`src/sv/asg_pkg.sv`:
```
// Package for the step generator: kind and command codes, fixed widths.
// No dependencies.
package asg_pkg;
    localparam int unsigned POS_W = 48;
    localparam logic [31:0] PERIOD_RESET = 32'd4294967;

    typedef enum logic [1:0] {
        KIND_LOAD  = 2'd0,
        KIND_START = 2'd1,
        KIND_TICK  = 2'd2,
        KIND_NONE  = 2'd3
    } t_kind;

    typedef enum logic [2:0] {
        CMD_EMPTY  = 3'd0,
        CMD_MOVE   = 3'd1,
        CMD_HEAT_E = 3'd2,
        CMD_HEAT_B = 3'd3,
        CMD_WAIT_E = 3'd4,
        CMD_WAIT_B = 3'd5,
        CMD_HOME_Z = 3'd6,
        CMD_RSVD   = 3'd7
    } t_cmd;

    typedef struct packed {
        logic [1:0]  kind;
        logic [1:0]  axis;
        logic [31:0] target_steps;
        logic [31:0] start_speed;
        logic [31:0] accel;
        logic [2:0]  command_type;
        logic [9:0]  temp_setpoint;
        logic [9:0]  extruder_temp;
        logic [9:0]  bed_temp;
        logic        z1_at_limit;
        logic        z2_at_limit;
    } t_in_word;

    typedef struct packed {
        logic [1:0] step_x;
        logic [1:0] step_y;
        logic [1:0] step_z;
        logic [1:0] step_e;
        logic       step_z1;
        logic       step_z2;
        logic       set_extruder;
        logic       set_bed;
        logic [9:0] setpoint_out;
        logic       done_res;
    } t_out_word;
endpackage

```
`src/sv/asg_if.sv`:
```
// Valid/ready channel interfaces for the step generator input and result words.
// Depends on asg_pkg.
interface asg_in_if;
    logic              valid;
    logic              ready;
    asg_pkg::t_in_word data;
    modport source (output valid, output data, input ready);
    modport sink   (input valid, input data, output ready);
endinterface

interface asg_out_if;
    logic               valid;
    logic               ready;
    asg_pkg::t_out_word data;
    modport source (output valid, output data, input ready);
    modport sink   (input valid, input data, output ready);
endinterface

```
`src/sv/accel_step_generator_sequencer.sv`:
```
// One word in flight. Load, start and non-moving ticks go from accept straight to the result;
// a move tick runs S_SCAN, S_VMUL, S_VWAIT, S_PMUL and S_POS for each unfinished axis,
// skipping finished axes in S_SCAN; a homing tick that moves runs S_SCAN, S_PMUL, S_POS.
// One shared registered 32x33 multiplier (value times tick period) serves all axes.
// Reset (synchronous, active low) clears all axis state, done marks to one, period to default.
// Depends on asg_pkg and asg_if.
module accel_step_generator_sequencer #(
    parameter int NUM_AXES      = 4,
    parameter int FRACTION_BITS = 16
) (
    input  logic        i_clk,
    input  logic        i_rst_n,
    input  logic        i_cfg_we,
    input  logic [31:0] i_cfg_data,
    asg_in_if.sink      in_ch,
    asg_out_if.source   out_ch
);
    localparam int AX_W = (NUM_AXES > 1) ? $clog2(NUM_AXES) : 1;
    localparam int PW   = asg_pkg::POS_W;
    localparam logic signed [PW-1:0] POS_MAX = {1'b0, {(PW-1){1'b1}}};
    localparam logic signed [PW-1:0] POS_MIN = {1'b1, {(PW-1){1'b0}}};
    localparam logic signed [PW+1:0] HALF = (PW+2)'(1) <<< (FRACTION_BITS - 1);
    localparam logic [AX_W-1:0] LAST_AX = AX_W'(NUM_AXES - 1);
    localparam logic [AX_W-1:0] Z_AX = AX_W'(2);

    typedef enum logic [6:0] {
        S_IDLE  = 7'b0000001,
        S_SCAN  = 7'b0000010,
        S_VMUL  = 7'b0000100,
        S_VWAIT = 7'b0001000,
        S_PMUL  = 7'b0010000,
        S_POS   = 7'b0100000,
        S_OUT   = 7'b1000000
    } t_state;

    t_state r_state, n_state;
    logic [31:0] r_period;
    logic signed [31:0] r_target [NUM_AXES];
    logic signed [31:0] r_accel  [NUM_AXES];
    logic signed [31:0] r_sspeed [NUM_AXES];
    logic signed [31:0] r_vel    [NUM_AXES];
    logic signed [PW-1:0] r_fine [NUM_AXES];
    logic signed [31:0] r_spos   [NUM_AXES];
    logic signed [1:0]  r_dir    [NUM_AXES];
    logic [NUM_AXES-1:0] r_adone;
    logic [1:0]  r_hdone;
    logic [2:0]  r_cmd;
    logic [9:0]  r_setp;
    logic [AX_W-1:0] r_ax;
    logic        r_home;
    logic        r_z1, r_z2;
    logic signed [63:0] r_prod;
    asg_pkg::t_out_word r_res;
    logic        r_ovalid;

    assign in_ch.ready   = (r_state == S_IDLE) && !r_ovalid;
    assign out_ch.valid  = r_ovalid;
    assign out_ch.data   = r_res;

    // shared multiplier operand and rounded product
    // scan multiplies the acceleration, the wait state the updated speed
    logic signed [31:0] w_opnd;
    logic signed [65:0] w_rnd;
    logic signed [33:0] w_inc;
    always_comb begin
        w_opnd = (r_state == S_SCAN && !r_home) ? r_accel[r_ax] : r_vel[r_ax];
        w_rnd  = 66'(r_prod) + (66'sd1 <<< 31);
        w_inc  = w_rnd[65:32];
    end

    // velocity update and fine position update candidates
    logic signed [33:0] w_v;
    logic signed [31:0] w_vsat;
    logic signed [PW+1:0] w_p, w_diff;
    logic signed [PW-1:0] w_psat;
    logic w_step;
    always_comb begin
        w_v = 34'(r_vel[r_ax]) + w_inc;
        if (w_v > 34'sd2147483647) w_vsat = 32'sh7fffffff;
        else if (w_v < -34'sd2147483648) w_vsat = 32'sh80000000;
        else w_vsat = w_v[31:0];
        w_p = (PW+2)'(r_fine[r_ax]) + (PW+2)'(w_inc);
        if (w_p > (PW+2)'(POS_MAX)) w_psat = POS_MAX;
        else if (w_p < (PW+2)'(POS_MIN)) w_psat = POS_MIN;
        else w_psat = w_p[PW-1:0];
        w_diff = (PW+2)'(r_fine[r_ax]) - ((PW+2)'(r_spos[r_ax]) <<< FRACTION_BITS);
        w_step = (w_diff >= HALF) || (w_diff <= -HALF);
    end

    logic w_alldone;
    assign w_alldone = (&r_adone) && (r_hdone == 2'b11);

    // homing tick that has to move Z
    logic w_home_go;
    assign w_home_go = (r_cmd == asg_pkg::CMD_HOME_Z)
                       && !(in_ch.data.z1_at_limit && in_ch.data.z2_at_limit)
                       && (NUM_AXES > 2);

    // result word for an accepted tick, before any stepping
    asg_pkg::t_out_word w_tick_res;
    always_comb begin
        w_tick_res = '0;
        case (r_cmd)
            asg_pkg::CMD_MOVE: w_tick_res.done_res = w_alldone;
            asg_pkg::CMD_HEAT_E: begin
                w_tick_res.set_extruder = 1'b1;
                w_tick_res.setpoint_out = r_setp;
                w_tick_res.done_res = 1'b1;
            end
            asg_pkg::CMD_HEAT_B: begin
                w_tick_res.set_bed = 1'b1;
                w_tick_res.setpoint_out = r_setp;
                w_tick_res.done_res = 1'b1;
            end
            asg_pkg::CMD_WAIT_E: begin
                w_tick_res.set_extruder = 1'b1;
                w_tick_res.setpoint_out = r_setp;
                w_tick_res.done_res = (&r_adone) && r_hdone[1] &&
                    (r_hdone[0] || r_setp < in_ch.data.extruder_temp);
            end
            asg_pkg::CMD_WAIT_B: begin
                w_tick_res.set_bed = 1'b1;
                w_tick_res.setpoint_out = r_setp;
                w_tick_res.done_res = (&r_adone) && r_hdone[0] &&
                    (r_hdone[1] || r_setp < in_ch.data.bed_temp);
            end
            asg_pkg::CMD_HOME_Z:
                w_tick_res.done_res = in_ch.data.z1_at_limit && in_ch.data.z2_at_limit;
            default: w_tick_res.done_res = 1'b1;
        endcase
    end

    always_ff @(posedge i_clk) begin
        r_prod <= 64'(w_opnd) * $signed({1'b0, r_period});
        if (!i_rst_n) begin
            r_state  <= S_IDLE;
            r_ovalid <= 1'b0;
            r_period <= asg_pkg::PERIOD_RESET;
            r_adone  <= '1;
            r_hdone  <= 2'b11;
            r_cmd    <= asg_pkg::CMD_EMPTY;
            r_setp   <= '0;
            r_ax     <= '0;
            r_home   <= 1'b0;
            for (int a = 0; a < NUM_AXES; a++) begin
                r_target[a] <= '0; r_accel[a] <= '0; r_sspeed[a] <= '0;
                r_vel[a] <= '0; r_fine[a] <= '0; r_spos[a] <= '0; r_dir[a] <= '0;
            end
        end else begin
            if (i_cfg_we) r_period <= i_cfg_data;
            if (out_ch.valid && out_ch.ready) r_ovalid <= 1'b0;
            r_state <= n_state;
            case (r_state)
                S_IDLE: begin
                    if (in_ch.valid && in_ch.ready) begin
                        r_res <= (in_ch.data.kind == asg_pkg::KIND_TICK) ? w_tick_res : '0;
                        r_z1  <= in_ch.data.z1_at_limit;
                        r_z2  <= in_ch.data.z2_at_limit;
                        case (in_ch.data.kind)
                            asg_pkg::KIND_LOAD: begin
                                if (32'(in_ch.data.axis) < NUM_AXES) begin
                                    r_target[AX_W'(in_ch.data.axis)] <= in_ch.data.target_steps;
                                    r_sspeed[AX_W'(in_ch.data.axis)] <= in_ch.data.start_speed;
                                    r_accel[AX_W'(in_ch.data.axis)]  <= in_ch.data.accel;
                                end
                            end
                            asg_pkg::KIND_START: begin
                                r_cmd  <= in_ch.data.command_type;
                                r_setp <= in_ch.data.temp_setpoint;
                                r_hdone <= {in_ch.data.command_type != asg_pkg::CMD_WAIT_B,
                                            in_ch.data.command_type != asg_pkg::CMD_WAIT_E};
                                for (int a = 0; a < NUM_AXES; a++) begin
                                    r_vel[a]  <= r_sspeed[a];
                                    r_fine[a] <= '0;
                                    r_spos[a] <= '0;
                                    r_dir[a]  <= (r_target[a] > 0) ? 2'sd1 :
                                                 ((r_target[a] < 0) ? -2'sd1 : 2'sd0);
                                    r_adone[a] <= (r_target[a] == 0);
                                end
                            end
                            asg_pkg::KIND_TICK: begin
                                if (w_home_go) begin
                                    r_ax   <= Z_AX;
                                    r_home <= 1'b1;
                                end else begin
                                    r_ax   <= '0;
                                    r_home <= 1'b0;
                                end
                                case (r_cmd)
                                    asg_pkg::CMD_WAIT_E: begin
                                        if (r_setp < in_ch.data.extruder_temp) r_hdone[0] <= 1'b1;
                                    end
                                    asg_pkg::CMD_WAIT_B: begin
                                        if (r_setp < in_ch.data.bed_temp) r_hdone[1] <= 1'b1;
                                    end
                                    default: ;
                                endcase
                            end
                            default: ;
                        endcase
                    end
                end
                S_SCAN: begin
                    // skip over done axes
                    if (!r_home && r_adone[r_ax] && r_ax != LAST_AX)
                        r_ax <= r_ax + AX_W'(1);
                end
                S_VMUL: r_vel[r_ax] <= w_vsat;
                S_VWAIT: ;
                S_PMUL: r_fine[r_ax] <= w_psat;
                S_POS: begin
                    // step decision from the updated fine position
                    if (r_home) begin
                        if (w_step) begin
                            r_spos[r_ax] <= r_spos[r_ax] + 32'sd1;
                            r_res.step_z1 <= !r_z1;
                            r_res.step_z2 <= !r_z2;
                        end
                    end else begin
                        if (w_step) begin
                            r_spos[r_ax] <= r_spos[r_ax] + 32'(r_dir[r_ax]);
                            case (r_ax)
                                AX_W'(0): r_res.step_x <= r_dir[r_ax];
                                AX_W'(1): r_res.step_y <= r_dir[r_ax];
                                AX_W'(2): r_res.step_z <= r_dir[r_ax];
                                AX_W'(3): r_res.step_e <= r_dir[r_ax];
                                default: ;
                            endcase
                        end
                        if ((w_step ? r_spos[r_ax] + 32'(r_dir[r_ax]) : r_spos[r_ax])
                                == r_target[r_ax])
                            r_adone[r_ax] <= 1'b1;
                        if (r_ax != LAST_AX) r_ax <= r_ax + AX_W'(1);
                    end
                end
                S_OUT: r_ovalid <= 1'b1;
                default: ;
            endcase
        end
    end

    // sequence control
    always_comb begin
        n_state = r_state;
        case (r_state)
            S_IDLE: begin
                if (in_ch.valid && in_ch.ready) begin
                    if (in_ch.data.kind == asg_pkg::KIND_TICK && r_cmd == asg_pkg::CMD_MOVE
                            && !w_alldone)
                        n_state = S_SCAN;
                    else if (in_ch.data.kind == asg_pkg::KIND_TICK && w_home_go)
                        n_state = S_SCAN;
                    else
                        n_state = S_OUT;
                end
            end
            S_SCAN: begin
                if (r_home) n_state = S_PMUL;
                else if (!r_adone[r_ax]) n_state = S_VMUL;
                else if (r_ax == LAST_AX) n_state = S_OUT;
                else n_state = S_SCAN;
            end
            S_VMUL:  n_state = S_VWAIT;
            S_VWAIT: n_state = S_PMUL;
            S_PMUL:  n_state = S_POS;
            S_POS:   n_state = (r_home || r_ax == LAST_AX) ? S_OUT : S_SCAN;
            S_OUT:   n_state = S_IDLE;
            default: n_state = S_IDLE;
        endcase
    end
endmodule

```
`src/flat_wrapper.sv`:
```
// flat-port wrapper written by rule: the top's interface ports become plain ports
module accel_step_generator_sequencer_flat 
#(
    parameter int NUM_AXES      = 4,
    parameter int FRACTION_BITS = 16
)
  (i_clk, i_rst_n, i_cfg_we, i_cfg_data, in_ch_valid, in_ch_data, in_ch_ready, out_ch_valid, out_ch_data, out_ch_ready);
  asg_in_if in_ch_i ();
  asg_out_if out_ch_i ();
  input  logic i_clk;
  input  logic i_rst_n;
  input  logic i_cfg_we;
  input  logic [31:0] i_cfg_data;
  input wire logic [$bits(in_ch_i.valid)-1:0] in_ch_valid;
  input wire logic [$bits(in_ch_i.data)-1:0] in_ch_data;
  output wire logic [$bits(in_ch_i.ready)-1:0] in_ch_ready;
  output wire logic [$bits(out_ch_i.valid)-1:0] out_ch_valid;
  output wire logic [$bits(out_ch_i.data)-1:0] out_ch_data;
  input wire logic [$bits(out_ch_i.ready)-1:0] out_ch_ready;
  assign in_ch_i.valid = in_ch_valid;
  assign in_ch_i.data = in_ch_data;
  assign in_ch_ready = in_ch_i.ready;
  assign out_ch_valid = out_ch_i.valid;
  assign out_ch_data = out_ch_i.data;
  assign out_ch_i.ready = out_ch_ready;
  accel_step_generator_sequencer #(.NUM_AXES(NUM_AXES), .FRACTION_BITS(FRACTION_BITS)) u_core (.i_clk(i_clk), .i_rst_n(i_rst_n), .i_cfg_we(i_cfg_we), .i_cfg_data(i_cfg_data), .in_ch(in_ch_i), .out_ch(out_ch_i));
endmodule
```
`config.mk`:
```
export PLATFORM = sky130hd
export DESIGN_NAME = accel_step_generator_sequencer_flat
export DESIGN_NICKNAME = d
export VERILOG_FILES = /design/src/sv/asg_pkg.sv /design/src/sv/asg_if.sv /design/src/sv/accel_step_generator_sequencer.sv /design/src/flat_wrapper.sv
export SDC_FILE = /design/constraint.sdc
export NUM_CORES = 2
export LEC_CHECK = 0
export ABC_AREA = 1
export ABC_CLOCK_PERIOD_IN_PS = 11390
export BUFFER_PORTS_ARGS = -buffer_cell sky130_fd_sc_hd__buf_2
export CORE_MARGIN = 5
export CORE_UTILIZATION = 65
export DETAILED_ROUTE_END_ITERATION = 6
export HOLD_SLACK_MARGIN = 0.05
export PLACE_DENSITY = 0.82
export SYNTH_ARGS = -nofsm -noshare
export SYNTH_HDL_FRONTEND = slang
export SYNTH_SLANG_ARGS = --single-unit
export TNS_END_PERCENT = 1
```
`constraint.sdc`:
```
create_clock -name i_clk -period 11.39 [get_ports i_clk]
set_input_delay 0.5695 -clock i_clk [delete_from_list [all_inputs] [get_ports i_clk]]
set_output_delay 0.5695 -clock i_clk [all_outputs]
set_load 0.05 [all_outputs]
```
Yosys cells after proc, flatten, opt, wreduce, memory -nomap -nowiden

Memories as Yosys holds them, arrays and structs flattened. A register that Yosys moved wholly into a read port is not among the register bits.
Cells that the tools add are included.

Reduce and logical (&&, ||, !) cells: 60
Magnitude comparators: 18
Multiply operators: 1
Add/subtract/negate cells: 7
Bitwise operators: 18
Equal/unequal tests: 40
Mux-type cells: 134

Operators by type and width:

| operator                 | number |
|---|---|
| $mux W32                 | 18 |
| $mux W48                 | 7 |
| $reduce_or A32 Y1        | 5 |
| $gt A32 B1 Y1 const B    | 4 |
| $logic_not A32 Y1        | 4 |
| $lt A32 B1 Y1 const B    | 4 |
| $mux W2                  | 42 |
| $add A64 B33 Y65 const B | 1 |
| $mul A32 B33 Y64         | 1 |
| $ge A50 B17 Y1 const B   | 1 |
| $gt A50 B48 Y1 const B   | 1 |
| $le A50 B16 Y1 const B   | 1 |
| $lt A50 B48 Y1 const B   | 1 |
| $add A48 B33 Y49         | 1 |
| $mux W7                  | 7 |
| $sub A48 B48 Y49         | 1 |
| $reduce_or A48 Y1        | 1 |
| $mux W1                  | 43 |
| $pmux W7 S6              | 1 |
| $add A32 B33 Y34         | 1 |
| $gt A34 B32 Y1 const B   | 1 |
| $lt A34 B32 Y1 const B   | 1 |
| $add A32 B2 Y32          | 1 |
| $add A32 B2 Y32 const B  | 1 |
| 47 further kinds         | 129 |

Bits in writable memories: 840
Register bits: 151
Output and inout bits: 25
Memories kept: 7
Input port bits: 172
Logic and storage cells: 308

Memories:

| name            | depth | width | rd ports | clocked after memory_dff | write ports | line                                 | source |
|---|---|---|---|---|---|---|---|
| u_core.r_fine   | 4     | 48    | 1        | 1                        | 4           | accel_step_generator_sequencer.sv:42 | `logic signed [PW-1:0] r_fine [NUM_AXES];` |
| u_core.r_accel  | 4     | 32    | 1        | 1                        | 4           | accel_step_generator_sequencer.sv:39 | `logic signed [31:0] r_accel [NUM_AXES];` |
| u_core.r_spos   | 4     | 32    | 1        | 1                        | 4           | accel_step_generator_sequencer.sv:43 | `logic signed [31:0] r_spos [NUM_AXES];` |
| u_core.r_sspeed | 4     | 32    | 4        | 0                        | 4           | accel_step_generator_sequencer.sv:40 | `logic signed [31:0] r_sspeed [NUM_AXES];` |
| u_core.r_target | 4     | 32    | 5        | 1                        | 4           | accel_step_generator_sequencer.sv:38 | `logic signed [31:0] r_target [NUM_AXES];` |
| u_core.r_vel    | 4     | 32    | 1        | 1                        | 4           | accel_step_generator_sequencer.sv:41 | `logic signed [31:0] r_vel [NUM_AXES];` |
| +1 memories     | --    | --    | --       | --                       | --          | --                                   |  |

Logic depth before layout (Yosys ltp)

Word-level depth: 11
Mapped depth: 48
Mapped depth without buffers: 39

Worst setup path before layout

OpenSTA, ideal clock, no wires.

Path type: reg2reg
Start point: register u_core.r_state[6]
End point: memory u_core.r_accel[1][0] (enable)
Setup time: 683 ps
Stages on the path, launching flop included: 13
Buffers on the path: 1
Setup slack: 584 ps
Required time: 10707 ps
Arrival: 10123 ps
Period minus slack after synthesis: 10806 ps
Cell sequence: dfxtp_1 > nor2_1 > nand2_1 > nor4_1 > inv_1 > nor2_1 > nand2_1 > nor2_1 > inv_1 > nor2_1 > clkinv_1 > clkbuf_1 > o21ai_0

RTL lines:

| what                     | line                                  | source |
|---|---|---|
| start: declaration       | accel_step_generator_sequencer.sv:36  | `t_state r_state, n_state;` |
| start signal: assignment | accel_step_generator_sequencer.sv:152 | `r_state <= n_state;` |
| end: declaration         | accel_step_generator_sequencer.sv:39  |  |

Worst setup path in the final report

Start point: register u_core.r_state[3]
End point: register u_core.r_prod[59]

Longest elaborated chain between the ends: 4

RTL lines:

| what                   | line                                  | source |
|---|---|---|
| $eq A7 B2 Y1           | accel_step_generator_sequencer.sv:66  | `w_opnd = (r_state == S_SCAN && !r_home) ? r_accel[r_ax] : r_vel[r_ax];` |
| $logic_and A1 B1 Y1    | accel_step_generator_sequencer.sv:66  |  |
| $mux W32               | accel_step_generator_sequencer.sv:66  |  |
| $mul A32 B33 Y64       | accel_step_generator_sequencer.sv:134 | `r_prod <= 64'(w_opnd) * $signed({1'b0, r_period});` |
| end signal: assignment | accel_step_generator_sequencer.sv:134 |  |
| end: declaration       | accel_step_generator_sequencer.sv:52  | `logic signed [63:0] r_prod;` |

Every way passes these cells.
A chain may end at the register's enable or synchronous reset.

==> summary.txt <==
Floorplan
  • Core Area: 0.131 mm²
  • Width of the die: 372 µm
  • Starting Density: 65.2%
  • Io pins: 197
  • Row Count: 133
  • Die height: 372 µm
  • Die ar.: 0.139 mm²

Worst setup path
  • Worst path bufs/invs: 9
  • Slowest CP cell: inv_1
  • CP Class: flip-flop to flip-flop
  • Cell family with most CP delay: adder cells
  • WP data arrival: 10.76 ns
  • Worst Path Required: 12.03 ns
  • Crit path top cell by count: fa_1
  • Crit-path max FO: 32
  • Max incr delay on CP: 0.96 ns
  • Startpoint Class: flip-flop
  • Crit end category: flip-flop

Drt
  • DR WL met2: 121000 µm
  • Total Wirelength: 273000 µm
  • Routed via count: 71.7k
  • Via/cell ratio: 6.12
  • Met1 Routed Length: 99100 µm
  • Drt first pass iters: 7
  • Drt drc: 8
  • WL/cell: 23.3 µm
  • Met3 Wirelength: 37900 µm
  • Top layer in use: met5
  • Starting DRT DRC Count: 8805
  • Routed Antenna Nets: 0

GRT
  • Largest net degree at the start of global routing: 176
  • Gr usage total: 39.2%
  • Initial antenna violation count: 7
  • Vias in the first global route: 72.3k
  • Global-route wire length before repair: 414000 µm
  • GRT overflow: 0

Synth
  • Post-Synthesis Cells: 9877
  • Cell taking the most area after synthesis: edfxtp_1
  • Mean post-synth cell area: 8.65 µm²
  • Largest cells by area after synthesis: edfxtp_1 30%, fa_1 21%, nand2_1 8.1%
  • Seq/Total Area, Yosys: 32.7%
  • Library cells used by synthesis: 65
  • Asr flop ratio synth: 0%
  • #FFs+latches synth: 962
  • Ys flop type: edfxtp_1
  • Number of flops mapped to enable cells by yosys: 865
  • Cell area after synthesis: 0.0854 mm²
  • Synth warnings: 0
  • Synth Net Count: 11.4k
  • Yosys top cell area share: 30.4%

Timing
  • Setup violators final: 0
  • Final Hold Vio Count: 0
  • RSZ-0062 raised after global routing: false
  • Worst-margin pin slew: 1.27 ns
  • Worst-case clock skew: 0.0943 ns
  • Final period utilization: 88.8%
  • Final count of pins violating max slew: 0
  • Max Clock Freq: 0.0988 GHz
  • Setup_tns: 0 ns
  • Final Critical Period: 10.12 ns
  • Relative slew margins: 15.1%

Placement
  • Gpl congestion: 1.01
  • Inst Count DP: 11.5k
  • Port bufs: 196
  • HPWL Detailed: 200000 µm

Clock network
  • Clock-pin slew on the worst setup and hold paths: 0.08 ns
  • Resized cells post-CTS: 0
  • Clock Path Buffers: 3
  • H-tree lvl count: 3
  • Root Buffer: clkbuf_16
  • Clk_lat worst skew: 0.77 ns
  • CTS Buf Count: 99
  • CTS tree: built
  • Sink Count: 962

Final layout
  • Nets: 11.4k
  • Post-route insts no fill: 11.7k
  • Layout area overhead: 6.79%
  • Layout cells sized above 1: 7.10%

Worst hold path
  • Worst min path class: input port to flip-flop

Outcome
  • Violated checks: DRC
  • Status: finished with violations

Flow run
  • Maximum capacitance violations: 0
-- path summary, 6_finish.rpt --
kind / from / to / slack, ns / cells after the start
worst max-delay path: u_core.r_state[3] / u_core.r_prod[59] / 1.27 / 36
worst min-delay path: i_cfg_data[11] / u_core.r_period[11] / 0.07 / 3
worst max register to register: u_core.r_state[3] / u_core.r_prod[59] / 1.27 / 36
worst min register to register: u_core.r_hdone[0] / u_core.r_hdone[0] / 0.48 / 1
-- sequential cells by signal (all words and copies together) (netlist names), named ones only --
name                 cells
u_core.r_adone           4
u_core.r_state           7
u_core.r_cmd             3
u_core.r_hdone           2
u_core.r_ax              2
u_core.r_target        128
u_core.r_setp           10
u_core.r_spos          128
u_core.out_ch.data      23
u_core.r_dir             8
u_core.r_vel           128
u_core.r_home            1
u_core.r_fine          192
u_core.r_z1              1
u_core.r_sspeed        128
u_core.r_period         32
u_core.r_accel         128
u_core.r_prod           33
u_core.out_ch.valid      1
u_core.r_z2              1
-- logic make-up after synthesis --
| group | share of synthesized area, % |
|---|---|
| buf+inv | 9.16 |
| xor+xnor | 1.94 |
| simple gates | 19.9 |
| compound gates | 8.37 |
| flops | 32.7 |
| fa+ha+maj | 27.8 |
| mux | 0.129 |
-- layer usage --
metal	global-route usage, %	vias up
met1	50.6	34400
li1	-	31500
met3	12.5	959
met5	0	-
met4	17.3	2
met2	61.4	4934
-- repair_timing --
item	in CTS	in global routing
endpoints found under the hold margin	20	0
hold buffers	20	0
setup buffers	0	0
-- cell type report --
cell class | count | area [µm²]
Fill cell | 9973 | 39800
Sequential cell | 962 | 27900
Clock inverter | 58 | 582
Antenna cell | 6 | 15.0
Tap cell | 1755 | 2200
Clock buffer | 124 | 2570
Multi-Input combinational cell | 6923 | 49800
Timing Repair Buffer | 369 | 2350
Inverter | 1524 | 5740
-- Yosys cell counts, types with 55 or more instances --
master and number:
fa_1 900, a32oi_1 57, nand3_1 243, a21oi_1 522
dfxtp_1 97, ha_1 458, xor2_1 135, o22ai_1 59
buf_2 102, clkbuf_1 324, nor3_1 138, nand4_1 55
edfxtp_1 865, o21ai_0 368, nand2_1 1852, nor2_1 1614
or2_2 90, inv_1 1481
-- placed cells by master, fill, tap and decap left out, types with 196 or more instances in the layout --
| master | count |
|---|---|
| a21oi_1 | 522 |
| buf_2 | 196 |
| edfxtp_1 | 865 |
| fa_1 | 900 |
| ha_1 | 458 |
| inv_1 | 1480 |
| nand2_1 | 1841 |
| nand3_1 | 241 |
| nor2_1 | 1609 |
| o21ai_0 | 366 |
-- per-stage QoR --
step                hold WS (ns)  cell area, µm²  setup slack, ns  utilization [%]
global route              0.0899           91200            0.820             69.6
floorplan                  0.436           85400            0.584                -
global placement           0.453           87800             1.69             67.1
finish                    0.0698           91200             1.27             69.6
CTS                       0.0506           91200             1.46             69.6
detailed placement         0.456           87800             1.54             67.1
-- tightest hold or removal path: cells and delay by family --
kind                   cells  cell delay (ns)
AO/OA/AOI/OAI              2             0.12
buffers and inverters      1             0.07
Power is not shown: default switching activity piles up to over one toggle a cycle in this logic, so the estimate is an artifact.
